### src/rtl/core/pihex_pkg.sv
// ----------------------------------------------------------------------------
// pihex_pkg
// Shared constants, types and helpers for the paged Intel HEX encoder.
// ----------------------------------------------------------------------------
package pihex_pkg;

   // Geometry
   localparam int RECORD_BYTES     = 32;
   localparam int RECORDS_PER_PAGE = 512;
   localparam int CHUNK_CHARS      = 8;
   localparam int UNITS_PER_CHUNK  = CHUNK_CHARS / 2;
   // byte count, addr hi, addr lo, type, data..., checksum, CR LF
   localparam int LINE_UNITS       = RECORD_BYTES + 6;
   localparam int LINE_CHARS_MAX   = 2 * LINE_UNITS + 1;

   // Widths
   localparam int FILL_W     = $clog2(RECORD_BYTES + 1);
   localparam int RIP_W      = $clog2(RECORDS_PER_PAGE + 1);
   localparam int LINE_IDX_W = $clog2(LINE_UNITS);
   localparam int REM_W      = $clog2(LINE_CHARS_MAX + 1);
   localparam int CNT_W      = 4;
   localparam int ADDR_W     = 16;

   // Fixed line lengths, in characters
   localparam int HEADER_CHARS     = 17;
   localparam int END_CHARS        = 11;
   localparam int DATA_FIXED_CHARS = 13;

   localparam logic [ADDR_W-1:0] BASE_RESET = 16'h4000;

   // Record types and fixed bytes
   localparam logic [7:0] REC_DATA     = 8'h00;
   localparam logic [7:0] REC_EOF      = 8'h01;
   localparam logic [7:0] REC_EXT_SEG  = 8'h02;
   localparam logic [7:0] EXT_SEG_LEN  = 8'h02;
   localparam logic [7:0] EXT_SEG_BASE = 8'h04;
   localparam logic [7:0] EOF_CKSUM    = 8'hFF;

   // Characters
   localparam logic [7:0] CHAR_COLON = 8'h3A;
   localparam logic [7:0] CHAR_CR    = 8'h0D;
   localparam logic [7:0] CHAR_LF    = 8'h0A;

   // One line unit: two characters, either a hex byte or CR LF
   typedef struct packed {
      logic       crlf;
      logic [7:0] val;
   } unit_type;

   typedef struct packed {
      logic accept;       // latch the request item
      logic load_header;  // load the page header line, open the page
      logic store;        // store the byte, frame the record on flush
      logic load_end;     // load the end line, rewind stream state
      logic emit;         // push one chunk into the output register
      logic last;         // chunk closes this item's results
   } cmd_type;

   typedef struct packed {
      logic page_open;
      logic flush;        // stored byte completes a record
      logic fin;          // latched item is the final byte
      logic line_end;     // next chunk closes the line
      logic slot_free;    // output register can take a chunk
   } status_type;

   function automatic logic [7:0] hex_char(input logic [3:0] nib);
      logic [7:0] wide;
      wide = {4'h0, nib};
      if (nib < 4'd10) begin
         return 8'h30 + wide;
      end else begin
         return 8'h37 + wide;
      end
   endfunction

endpackage

### src/rtl/core/pihex_ctrl.sv
// ----------------------------------------------------------------------------
// pihex_ctrl
// Sequencer: accepts items and steps the datapath through header, store,
// record and end-of-file lines.
// ----------------------------------------------------------------------------
module pihex_ctrl
   import pihex_pkg::*;
(
   input  logic       clock,
   input  logic       reset,
   input  logic       req_tvalid,
   output logic       req_tready,
   input  status_type status,
   output cmd_type    cmd
);

   typedef enum logic [5:0] {
      ST_IDLE      = 6'b000001,
      ST_STORE     = 6'b000010,
      ST_EMIT_HDR  = 6'b000100,
      ST_EMIT_DATA = 6'b001000,
      ST_LOAD_END  = 6'b010000,
      ST_EMIT_END  = 6'b100000
   } state_type;

   state_type state_ff, state_in;

   always_comb begin
      state_in   = state_ff;
      cmd        = '0;
      req_tready = 1'b0;
      case (state_ff)
         ST_IDLE: begin
            req_tready = 1'b1;
            if (req_tvalid) begin
               cmd.accept = 1'b1;
               if (!status.page_open) begin
                  cmd.load_header = 1'b1;
                  state_in        = ST_EMIT_HDR;
               end else begin
                  state_in = ST_STORE;
               end
            end
         end
         ST_STORE: begin
            cmd.store = 1'b1;
            state_in  = status.flush ? ST_EMIT_DATA : ST_IDLE;
         end
         ST_EMIT_HDR: begin
            if (status.slot_free) begin
               cmd.emit = 1'b1;
               cmd.last = status.line_end && !status.flush;
               if (status.line_end) begin
                  state_in = ST_STORE;
               end
            end
         end
         ST_EMIT_DATA: begin
            if (status.slot_free) begin
               cmd.emit = 1'b1;
               cmd.last = status.line_end && !status.fin;
               if (status.line_end) begin
                  state_in = status.fin ? ST_LOAD_END : ST_IDLE;
               end
            end
         end
         ST_LOAD_END: begin
            cmd.load_end = 1'b1;
            state_in     = ST_EMIT_END;
         end
         ST_EMIT_END: begin
            if (status.slot_free) begin
               cmd.emit = 1'b1;
               cmd.last = status.line_end;
               if (status.line_end) begin
                  state_in = ST_IDLE;
               end
            end
         end
         default: begin
            state_in = ST_IDLE;
         end
      endcase
   end

   always_ff @(posedge clock) begin
      if (reset) begin
         state_ff <= ST_IDLE;
      end else begin
         state_ff <= state_in;
      end
   end

   a_emit_needs_slot: assert property (@(posedge clock) disable iff (reset)
      cmd.emit |-> status.slot_free)
      else $error("chunk pushed into a full output register");

   a_accept_moves_on: assert property (@(posedge clock) disable iff (reset)
      cmd.accept |=> (state_ff == ST_STORE || state_ff == ST_EMIT_HDR))
      else $error("accepted item not followed by store or header");

   a_state_onehot: assert property (@(posedge clock) disable iff (reset)
      $onehot(state_ff))
      else $error("state register not one-hot");

endmodule

### src/rtl/core/pihex_dp.sv
// ----------------------------------------------------------------------------
// pihex_dp
// Datapath: line unit shift register, record/page counters, chunk packer
// and output register.
// ----------------------------------------------------------------------------
module pihex_dp
   import pihex_pkg::*;
(
   input  logic              clock,
   input  logic              reset,
   input  cmd_type           cmd,
   output status_type        status,
   input  logic [7:0]        in_byte,
   input  logic              in_fin,
   input  logic              csr_we,
   input  logic [ADDR_W-1:0] csr_wdata,
   input  logic              out_ready,
   output logic              out_valid,
   output logic [63:0]       out_chunk,
   output logic [CNT_W-1:0]  out_count,
   output logic              out_ends_line,
   output logic              out_last
);

   // Line: ':' followed by two-character units, shifted out four per chunk
   unit_type line_ff [LINE_UNITS];
   unit_type line_in [LINE_UNITS];

   logic [7:0]        byte_ff, carry_ff, carry_in;
   logic              fin_ff;
   logic              first_ff, first_in;
   logic [REM_W-1:0]  rem_ff, rem_in;
   logic [FILL_W-1:0] fill_ff, fill_in;
   logic [7:0]        sum_ff, sum_in;
   logic [ADDR_W-1:0] base_ff;
   logic [ADDR_W-1:0] addr_ff, addr_in;
   logic [RIP_W-1:0]  rip_ff, rip_in;
   logic [ADDR_W-1:0] page_ff, page_in;
   logic              open_ff, open_in;

   logic              rsp_valid_ff;
   logic [63:0]       rsp_chunk_ff;
   logic [CNT_W-1:0]  rsp_count_ff;
   logic              rsp_ends_ff, rsp_last_ff;

   logic [7:0]            chars [CHUNK_CHARS];
   logic [63:0]           chunk;
   logic [CNT_W-1:0]      count;
   logic [FILL_W-1:0]     fill_next;
   logic [7:0]            sum_next, data_cksum, hdr_cksum;
   logic [LINE_IDX_W-1:0] idx_byte, idx_cksum, idx_crlf;
   logic                  flush;

   function automatic logic [7:0] unit_hi(input unit_type u);
      return u.crlf ? CHAR_CR : hex_char(u.val[7:4]);
   endfunction

   function automatic logic [7:0] unit_lo(input unit_type u);
      return u.crlf ? CHAR_LF : hex_char(u.val[3:0]);
   endfunction

   assign flush = fin_ff || (fill_ff == FILL_W'(RECORD_BYTES - 1));

   assign status.page_open = open_ff;
   assign status.flush     = flush;
   assign status.fin       = fin_ff;
   assign status.line_end  = (rem_ff <= REM_W'(CHUNK_CHARS));
   assign status.slot_free = !rsp_valid_ff || out_ready;

   // Chunk from fixed taps: leading char, three units, high half of fourth
   always_comb begin
      chars[0] = first_ff ? CHAR_COLON : carry_ff;
      for (int u = 0; u < UNITS_PER_CHUNK - 1; u++) begin
         chars[2*u+1] = unit_hi(line_ff[u]);
         chars[2*u+2] = unit_lo(line_ff[u]);
      end
      chars[CHUNK_CHARS-1] = unit_hi(line_ff[UNITS_PER_CHUNK-1]);
      count = status.line_end ? rem_ff[CNT_W-1:0] : CNT_W'(CHUNK_CHARS);
      for (int j = 0; j < CHUNK_CHARS; j++) begin
         chunk[8*j +: 8] = (CNT_W'(j) < count) ? chars[j] : 8'h00;
      end
   end

   assign fill_next  = fill_ff + FILL_W'(1);
   assign sum_next   = sum_ff + byte_ff;
   assign data_cksum = 8'h00 - addr_ff[15:8] - addr_ff[7:0] - sum_next
                     - {{(8-FILL_W){1'b0}}, fill_next};
   assign hdr_cksum  = 8'h00 - EXT_SEG_BASE - page_ff[15:8] - page_ff[7:0];
   assign idx_byte   = LINE_IDX_W'(fill_ff) + LINE_IDX_W'(4);
   assign idx_cksum  = LINE_IDX_W'(fill_ff) + LINE_IDX_W'(5);
   assign idx_crlf   = LINE_IDX_W'(fill_ff) + LINE_IDX_W'(6);

   always_comb begin
      line_in  = line_ff;
      carry_in = carry_ff;
      first_in = first_ff;
      rem_in   = rem_ff;
      fill_in  = fill_ff;
      sum_in   = sum_ff;
      addr_in  = addr_ff;
      rip_in   = rip_ff;
      page_in  = page_ff;
      open_in  = open_ff;

      if (cmd.emit) begin
         for (int i = 0; i < LINE_UNITS; i++) begin
            if (i + UNITS_PER_CHUNK < LINE_UNITS) begin
               line_in[i] = line_ff[i + UNITS_PER_CHUNK];
            end else begin
               line_in[i] = '0;
            end
         end
         carry_in = unit_lo(line_ff[UNITS_PER_CHUNK-1]);
         first_in = 1'b0;
         rem_in   = rem_ff - REM_W'(count);
      end

      if (cmd.load_header) begin
         line_in[0] = '{crlf: 1'b0, val: EXT_SEG_LEN};
         line_in[1] = '{crlf: 1'b0, val: 8'h00};
         line_in[2] = '{crlf: 1'b0, val: 8'h00};
         line_in[3] = '{crlf: 1'b0, val: REC_EXT_SEG};
         line_in[4] = '{crlf: 1'b0, val: page_ff[15:8]};
         line_in[5] = '{crlf: 1'b0, val: page_ff[7:0]};
         line_in[6] = '{crlf: 1'b0, val: hdr_cksum};
         line_in[7] = '{crlf: 1'b1, val: 8'h00};
         first_in   = 1'b1;
         rem_in     = REM_W'(HEADER_CHARS);
         open_in    = 1'b1;
         rip_in     = '0;
         addr_in    = base_ff;
      end

      if (cmd.store) begin
         for (int i = 0; i < LINE_UNITS; i++) begin
            if (LINE_IDX_W'(i) == idx_byte) begin
               line_in[i] = '{crlf: 1'b0, val: byte_ff};
            end
         end
         if (flush) begin
            line_in[0] = '{crlf: 1'b0, val: {{(8-FILL_W){1'b0}}, fill_next}};
            line_in[1] = '{crlf: 1'b0, val: addr_ff[15:8]};
            line_in[2] = '{crlf: 1'b0, val: addr_ff[7:0]};
            line_in[3] = '{crlf: 1'b0, val: REC_DATA};
            for (int i = 0; i < LINE_UNITS; i++) begin
               if (LINE_IDX_W'(i) == idx_cksum) begin
                  line_in[i] = '{crlf: 1'b0, val: data_cksum};
               end
               if (LINE_IDX_W'(i) == idx_crlf) begin
                  line_in[i] = '{crlf: 1'b1, val: 8'h00};
               end
            end
            first_in = 1'b1;
            rem_in   = REM_W'({fill_next, 1'b0}) + REM_W'(DATA_FIXED_CHARS);
            fill_in  = '0;
            sum_in   = '0;
            addr_in  = addr_ff + ADDR_W'(RECORD_BYTES);
            if (rip_ff == RIP_W'(RECORDS_PER_PAGE - 1)) begin
               rip_in  = '0;
               open_in = 1'b0;
               page_in = page_ff + ADDR_W'(1);
            end else begin
               rip_in = rip_ff + RIP_W'(1);
            end
         end else begin
            fill_in = fill_next;
            sum_in  = sum_next;
         end
      end

      if (cmd.load_end) begin
         line_in[0] = '{crlf: 1'b0, val: 8'h00};
         line_in[1] = '{crlf: 1'b0, val: 8'h00};
         line_in[2] = '{crlf: 1'b0, val: 8'h00};
         line_in[3] = '{crlf: 1'b0, val: REC_EOF};
         line_in[4] = '{crlf: 1'b0, val: EOF_CKSUM};
         first_in   = 1'b1;
         rem_in     = REM_W'(END_CHARS);
         fill_in    = '0;
         sum_in     = '0;
         rip_in     = '0;
         page_in    = '0;
         open_in    = 1'b0;
         addr_in    = base_ff;
      end
   end

   // Payload registers
   always_ff @(posedge clock) begin
      line_ff  <= line_in;
      carry_ff <= carry_in;
      if (cmd.accept) begin
         byte_ff <= in_byte;
         fin_ff  <= in_fin;
      end
      if (cmd.emit) begin
         rsp_chunk_ff <= chunk;
         rsp_count_ff <= count;
         rsp_ends_ff  <= status.line_end;
         rsp_last_ff  <= cmd.last;
      end
   end

   // Control and stream state
   always_ff @(posedge clock) begin
      if (reset) begin
         first_ff     <= 1'b0;
         rem_ff       <= '0;
         fill_ff      <= '0;
         sum_ff       <= '0;
         base_ff      <= BASE_RESET;
         addr_ff      <= BASE_RESET;
         rip_ff       <= '0;
         page_ff      <= '0;
         open_ff      <= 1'b0;
         rsp_valid_ff <= 1'b0;
      end else begin
         first_ff <= first_in;
         rem_ff   <= rem_in;
         fill_ff  <= fill_in;
         sum_ff   <= sum_in;
         addr_ff  <= addr_in;
         rip_ff   <= rip_in;
         page_ff  <= page_in;
         open_ff  <= open_in;
         if (csr_we) begin
            base_ff <= csr_wdata;
         end
         if (cmd.emit) begin
            rsp_valid_ff <= 1'b1;
         end else if (out_ready) begin
            rsp_valid_ff <= 1'b0;
         end
      end
   end

   assign out_valid     = rsp_valid_ff;
   assign out_chunk     = rsp_chunk_ff;
   assign out_count     = rsp_count_ff;
   assign out_ends_line = rsp_ends_ff;
   assign out_last      = rsp_last_ff;

   a_closed_page_clean: assert property (@(posedge clock) disable iff (reset)
      !open_ff |-> (rip_ff == '0 && fill_ff == '0))
      else $error("page closed with record state pending");

   a_fill_in_range: assert property (@(posedge clock) disable iff (reset)
      fill_ff < FILL_W'(RECORD_BYTES))
      else $error("fill count past record size");

   a_rem_in_range: assert property (@(posedge clock) disable iff (reset)
      rem_ff <= REM_W'(LINE_CHARS_MAX))
      else $error("line character count out of range");

endmodule

### src/rtl/core/paged_intel_hex_encoder_core.sv
// ----------------------------------------------------------------------------
// paged_intel_hex_encoder_core
// Binary bytes in, Intel HEX text out, up to eight characters per item.
// Each request item is one image byte (tlast marks the final byte). Each
// 32-byte record leaves as one ":NNAAAA00...CC" line with CR LF, cut into
// chunks of eight characters (the last chunk of a line may be shorter; a
// line always starts a new chunk). Every page of 512 records opens with a
// type-02 line carrying the page number, and addresses restart at the
// base address each page. The final byte flushes its record and is followed
// by ":00000001FF" (no CR LF); the next byte starts a new file at page 0.
// A byte that does not complete a record is accepted, then stored.
// Emitting a line pushes one chunk per cycle while the output register
// has room: three chunks for a page header, up to ten for a full record,
// two for the end line, which is loaded first. No new byte is taken
// until the chunks of the last one are out. Output back-pressure stalls
// emission with no loss. The load base address is sampled when a page
// opens; write it only while idle.
// ----------------------------------------------------------------------------
module paged_intel_hex_encoder_core
   import pihex_pkg::*;
(
   input  logic              clock,
   input  logic              reset,
   // request: one image byte per item
   input  logic              req_tvalid,
   output logic              req_tready,
   input  logic [7:0]        req_tdata,   // [7:0] data_byte
   input  logic              req_tlast,   // final_byte
   // response: one text chunk per item
   output logic              rsp_tvalid,
   input  logic              rsp_tready,
   output logic [71:0]       rsp_tdata,   // [63:0] text_chunk, [67:64] char_count
   output logic              rsp_tuser,   // [0] ends_line
   output logic              rsp_tlast,   // last_of_run
   // configuration: load base address
   input  logic              csr_valid,
   output logic              csr_ready,
   input  logic [ADDR_W-1:0] csr_data
);

   cmd_type          cmd;
   status_type       status;
   logic [63:0]      chunk;
   logic [CNT_W-1:0] count;

   // Register always writable; contract keeps writes to idle periods
   assign csr_ready = 1'b1;

   pihex_ctrl u_ctrl (
      .clock      (clock),
      .reset      (reset),
      .req_tvalid (req_tvalid),
      .req_tready (req_tready),
      .status     (status),
      .cmd        (cmd)
   );

   pihex_dp u_dp (
      .clock         (clock),
      .reset         (reset),
      .cmd           (cmd),
      .status        (status),
      .in_byte       (req_tdata),
      .in_fin        (req_tlast),
      .csr_we        (csr_valid && csr_ready),
      .csr_wdata     (csr_data),
      .out_ready     (rsp_tready),
      .out_valid     (rsp_tvalid),
      .out_chunk     (chunk),
      .out_count     (count),
      .out_ends_line (rsp_tuser),
      .out_last      (rsp_tlast)
   );

   // Pack response: chunk low, count above, zero pad to whole bytes
   assign rsp_tdata = {4'h0, count, chunk};

endmodule

### config.mk
export PLATFORM = sky130hd
export DESIGN_NAME = paged_intel_hex_encoder_core
export DESIGN_NICKNAME = d
export VERILOG_FILES = /design/src/rtl/core/pihex_pkg.sv /design/src/rtl/core/pihex_ctrl.sv /design/src/rtl/core/pihex_dp.sv /design/src/rtl/core/paged_intel_hex_encoder_core.sv
export SDC_FILE = /design/constraint.sdc
export NUM_CORES = 2
export LEC_CHECK = 0
export BUFFER_PORTS_ARGS = -buffer_cell sky130_fd_sc_hd__buf_2
export CORE_UTILIZATION = 30
export CTS_BUF_LIST = sky130_fd_sc_hd__clkbuf_4 sky130_fd_sc_hd__clkbuf_8 sky130_fd_sc_hd__clkbuf_16
export CTS_CLUSTER_DIAMETER = 30
export DETAILED_ROUTE_END_ITERATION = 7
export SLEW_MARGIN = 15
export SYNTH_ARGS = -nofsm -noshare
export SYNTH_HDL_FRONTEND = slang
export SYNTH_SLANG_ARGS = --single-unit
### constraint.sdc
create_clock -name clock -period 13.1 [get_ports clock]
set_input_delay 2.62 -clock clock [delete_from_list [all_inputs] [get_ports clock]]
set_output_delay 2.62 -clock clock [all_outputs]
set_load 0.005 [all_outputs]
======== Word level (Yosys, flattened, before mapping) ========
Index checks and enable logic that the tools add are counted.
word-level totals
  flip-flop bits (word level) ............. 517
  output and inout bits ................... 77
  word-level logic and storage cells ...... 497
cells by class
  add/subtract/negate cells ............... 32
  $lt $le $gt $ge ......................... 17
  equal/unequal tests ..................... 126
  muxes and demuxes ....................... 182
  bitwise gates (word level) .............. 8
  reduce and logical (&&, ||, !) cells .... 22
operator list
  kind                                                number
  two-way mux 342 bit                                 3
  two-way mux 9 bit                                   110
  equality test 5 x 6 -> 1 bit, first input constant  48
  equality test 4 x 6 -> 1 bit, first input constant  24
  adder 6 x 4 -> 7 bit, first input constant          16
  equality test 6 bit, first input constant           18
  two-way mux 7 bit                                   11
  equality test 3 x 6 -> 1 bit, first input constant  12
  two-way mux 72 bit                                  1
  two-way mux 16 bit                                  4
  two-way mux 6 bit                                   9
  two-way mux 8 bit                                   6
  two-way mux 10 bit                                  4
  two-way mux 4 bit                                   10
  equality test 2 x 6 -> 1 bit, first input constant  6
  case mux 6 bit (6 select lines)                     1
  < comparator 4 bit, second input constant           8
  subtractor 8 bit                                    3
  adder 6 x 3 -> 6 bit, second input constant         3
  equality test 1 x 6 -> 1 bit, first input constant  3
  zero test 6 bit                                     3
  OR reduction 2 bit                                  9
  adder 16 x 1 -> 16 bit, second input constant       1
  adder 16 x 6 -> 16 bit, second input constant       1
  33 further kinds                                    73

======== Depth between registers and ports, before layout ========
  word-level depth ........................ 13
  mapped depth ............................ 21

======== Modules after synthesis ========
Synthesis repeated with hierarchy kept, for this count alone.
unflattened totals
  cells, all modules ...................... 3553
  area, all modules ....................... 29375.7 um^2
modules (own cells, without submodules)
  module                        times used  cells an instance  area each (um^2)  sequential area each (um^2)
  pihex_dp                      1           3485               28821.4           10830.4
  pihex_ctrl                    1           61                 509.2             120.1
  paged_intel_hex_encoder_core  1           7                  45.0              0.0

======== Least setup slack after synthesis ========
No wires, ideal clock.
  path type ............................... input port to flip-flop
  from .................................... input rsp_tready
  to ...................................... register u_dp.line_ff[53] in the netlist's numbering
  library setup time ...................... 0.136 ns
  arrival ................................. 6.141 ns
  path slack .............................. 6.823 ns
  stages .................................. 8
  cell sequence ........................... nand2b_1 -> o2111ai_1 -> inv_2 -> buf_2 -> buf_2 -> clkbuf_1 -> mux2i_1 -> o32ai_1
RTL lines
  item                    line                                source
  start: declaration      paged_intel_hex_encoder_core.sv:31  input logic rsp_tready,
  end signal: assignment  pihex_dp.sv:190                     line_ff <= line_in;
  end: declaration        pihex_dp.sv:26                      unit_type line_ff [LINE_UNITS];

======== Worst setup path after layout ========
  from .................................... register u_dp.byte_ff[0]
  to ...................................... register u_dp.line_ff[337] in the netlist's numbering
between the ends
  cells in the longest elaborated chain, start to end .. 7
ends and longest elaborated chain
  item                       line             source
  start: declaration         pihex_dp.sv:29   logic [7:0] byte_ff, carry_ff, carry_in;
  start signal: assignment   pihex_dp.sv:193  byte_ff <= in_byte;
  adder 8 bit                pihex_dp.sv:85   assign sum_next = sum_ff + byte_ff;
  subtractor 8 bit           pihex_dp.sv:86   assign data_cksum = 8'h00 - addr_ff[15:8] - addr_ff[7:0] - sum_next
  subtractor 8 x 6 -> 8 bit  pihex_dp.sv:87   - {{(8-FILL_W){1'b0}}, fill_next};
  two-way mux 8 bit          pihex_dp.sv:146  if (LINE_IDX_W'(i) == idx_cksum) begin
  two-way mux 9 bit          pihex_dp.sv:149  if (LINE_IDX_W'(i) == idx_crlf) begin
  two-way mux 342 bit        pihex_dp.sv:140  if (flush) begin
  two-way mux 342 bit        pihex_dp.sv:134  if (cmd.store) begin
Every way passes these cells.
A chain may end at the register's enable or synchronous reset.

==> out/results.tsv <==
stage	metric	value	unit
run_status	run_status	completed	
global_routing	globalRouteTotalUtil	21.16	%
setup_path	cp.required	13.69	ns
setup_path	critical_path.max_fanout	37	
power_and_ir_drop	vdd_drop_max	382.0	uV
power_and_ir_drop	total_power	8.069	mW
place	postPlaceCellArea	31350	um2
setup_path	worstSetupPathType	register to register	
detailed_routing	drt_drc_violations_left	0	
detailed_routing	first_pass_iters	7	
clocking	clock_latency_on_the_worst_skew_pair	0.73	ns
clocking	root_buffer	clkbuf_16	
layout	layout.cells.non_filler	5102	
floorplanning	design.portCount	107	
synthesis	synth_top_area_share	28.79	%
global_routing	first_global_vias	27520	
place	numPortBuffers	93	
layout	finish.utilization	36.74	%
global_routing	antenna_found_initial	1	
synthesis	proportion_of_synthesized_chip_area_in_sequential_cells	36.63	%
floorplanning	core_area	98560	um2
synthesis	synth_enable_flop_cells	78	
synthesis	post_synth_num_cell_types	87	
clocking	postCtsHoldBufs	0	
layout	final_net_count	3806	
floorplanning	std_cell_rows	115	
layout	drive_gt1_share	12.14	%
setup_path	critPathCaptureType	register	
power_and_ir_drop	power_density	222.8	nW/um2
sta	timing.final.crit_share	44.93	%
synthesis	post-synth-top-count-cell	nand2_1	
clocking	cts_tree	built	
detailed_routing	vias_per_cell	5.812	
place	place.detailed.instances	4851	
detailed_routing	drt_iter0_drc	3713	
synthesis	post-synth-top-area-cell	dfxtp_1	
sta	clock_skew	0.02582	ns
layout	design_area	36210	um2
global_routing	overflow	0	
sta	setup_total_negative_slack	0	ns
layout	insertedDiodeCount	0	
layout	syn2layout_area_growth	21.12	%
clocking	cts_post_setup_buffers_inserted	0	
synthesis	yosys-top-cells-count	nand2_1 (538), dfxtp_1 (430), nor2_1 (369), a21oi_1 (284), mux2i_1 (282)	
synthesis	total_of_warnings_raised_by_yosys	0	
run	drv_cap	0	
sta	timing_worst_slew_pin_value	1.204	ns
synthesis	synthCells	3699	
clocking	cts_resized	0	
setup_path	cp-start-kind	register	
power_and_ir_drop	leakage	13.17	nW
sta	setup-violations-final	0	
floorplanning	floorplan.die_area	100900	um2
detailed_routing	drt.antenna.violating_nets	0	
min_path	worst_min_delay_path_class	register to register	
place	rd_place_congestion	0.9532	
synthesis	largest_cells_by_area_after_synthesis	dfxtp_1 (29%), mux2i_1 (9.4%), edfxtp_1 (7.8%)	
detailed_routing	wire_per_inst	21.95	um
synthesis	synth-seq-cells	508	
detailed_routing	vias	29650	
sta	grt_setup_unrepaired	false	
floorplanning	dieHeight	317.7	um
place	dp_wirelength	70400	um
synthesis	asyncSetResetFlopFracSynth	0	%
floorplanning	floorplan.initialDensity	30.33	%
clocking	path_clk_slew	0.05	ns
sta	timing.final.crit_period	5.886	ns
synthesis	postSynth.topFlopCell	dfxtp_1	
global_routing	grt_max_degree	116	
clocking	clock_tree.buffer_depth	3	
layout	layout.filler_cells	9952	
clocking	cts_made_buffers	139	
detailed_routing	routed_wire_length	112000	um
floorplanning	fp.dieW	317.7	um
sta	timing.final.max_slew_violations	0	
synthesis	post_synth.cell_area_avg	8.083	um2
setup_path	cp.arrival	6.48	ns
clocking	ctsHtreeMaxLevel	4	
synthesis	syn-cell-area	29900	um2
global_routing	grt_first_pass_wirelength	167800	um
sta	final_hold_viol_count	0	
clocking	clkSinkCount	508	
sta	max_freq	169.9	MHz
sta	timing.slew.headroom	19.03	%
## placed cells by master, fill, tap and decap left out, types with 47 or more instances in the layout
master and n:
dfxtp_1 430, a21oi_1 284, o21ai_0 256, edfxtp_1 78, ha_1 53, a22oi_1 58, nand2_1 538, o221ai_1 127
mux2i_1 281, nand3_1 83, clkbuf_16 141, nor3_1 53, nor2_1 366, inv_1 92, buf_4 60, o22ai_1 47
buf_2 93, o211ai_1 132
## report_power, final
group          internal [mW]  total [mW]  switching [mW]
combinational          0.724        2.28            1.55
clock                   2.43        3.49            1.06
sequential              2.00        2.31           0.303
total                   5.16        8.07            2.91
## through the flow
step / hold slack [ns] / worst slack (ns)
5_1_grt: 0.4686 / 7.054
2_1_floorplan: 0.4356 / 6.823
3_3_place_gp: 0.4482 / 6.988
3_5_place_dp: 0.4512 / 6.935
6_report: 0.4605 / 7.214
4_1_cts: 0.4603 / 7.253
## layout make-up
type	count	area, um2	area share, %
repair buffers	153	915.9	2.529
clock inverters	60	794.5	2.194
well taps	1287	1610	4.447
multi-input cells	2808	17520	48.39
flip-flops and latches	508	10950	30.24
inverters	95	364.1	1.005
clock buffers	191	4054	11.19
## worst max-delay path, stage by stage, from the launching register on
cell	delay [ns]
edfxtp_1	0.31
buf_4	0.56
ha_1	0.31
fa_1	0.50
fa_1	0.48
fa_1	0.43
fa_1	0.54
inv_1	0.04
ha_2	0.19
fa_2	0.43
xnor2_2	0.92
buf_4	0.46
mux2_2	0.24
o22ai_1	0.08
a31oi_1	0.19
nor2_1	0.05
## cells by family (layout without fill, tap and decap cells)
logic type / after synthesis / count (layout) / share of synthesized area [%]
other: 2 / 15 / 0.02512
and+or+nand+nor: 1232 / 1232 / 18.04
xor gates and xnor gates: 55 / 55 / 1.611
DFF: 508 / 508 / 36.63
buffers and inverters: 396 / 499 / 5.361
AOI/OAI and AO/OA: 1149 / 1149 / 25.40
adders and majority gates: 71 / 71 / 3.348
muxes: 286 / 286 / 9.592
## routing by layer
layer  vias to the layer above  GRT usage (%)  routed length (um)
li1                      13580              -                   -
met4                         0          10.18                4908
met5                         -              0                   0
met3                       364          4.305               10450
met2                      1557          32.41               49200
met1                     14150          28.32               47420
## flip-flops by register name, indices dropped and copies added (netlist names), 4 cells and up
name	count
u_dp.line_ff	342
u_dp.out_chunk	56
u_dp.addr_ff	16
u_dp.base_ff	16
u_dp.page_ff	16
u_dp.rip_ff	10
u_dp.byte_ff	8
u_dp.sum_ff	8
u_dp.carry_ff	7
u_dp.rem_ff	7
u_ctrl.state_ff	6
u_dp.fill_ff	6
u_dp.out_count	4
## path summary, 6_finish.rpt
check                      end  slack [ns]             from  cells past startpoint
max          u_dp.line_ff[337]        7.21  u_dp.byte_ff[0]                     15
min            u_dp.addr_ff[3]        0.46  u_dp.base_ff[3]                      2
max reg2reg  u_dp.line_ff[337]        7.21  u_dp.byte_ff[0]                     15
min reg2reg    u_dp.addr_ff[3]        0.46  u_dp.base_ff[3]                      2
No activity file was read; power rests on OpenSTA's default activity.
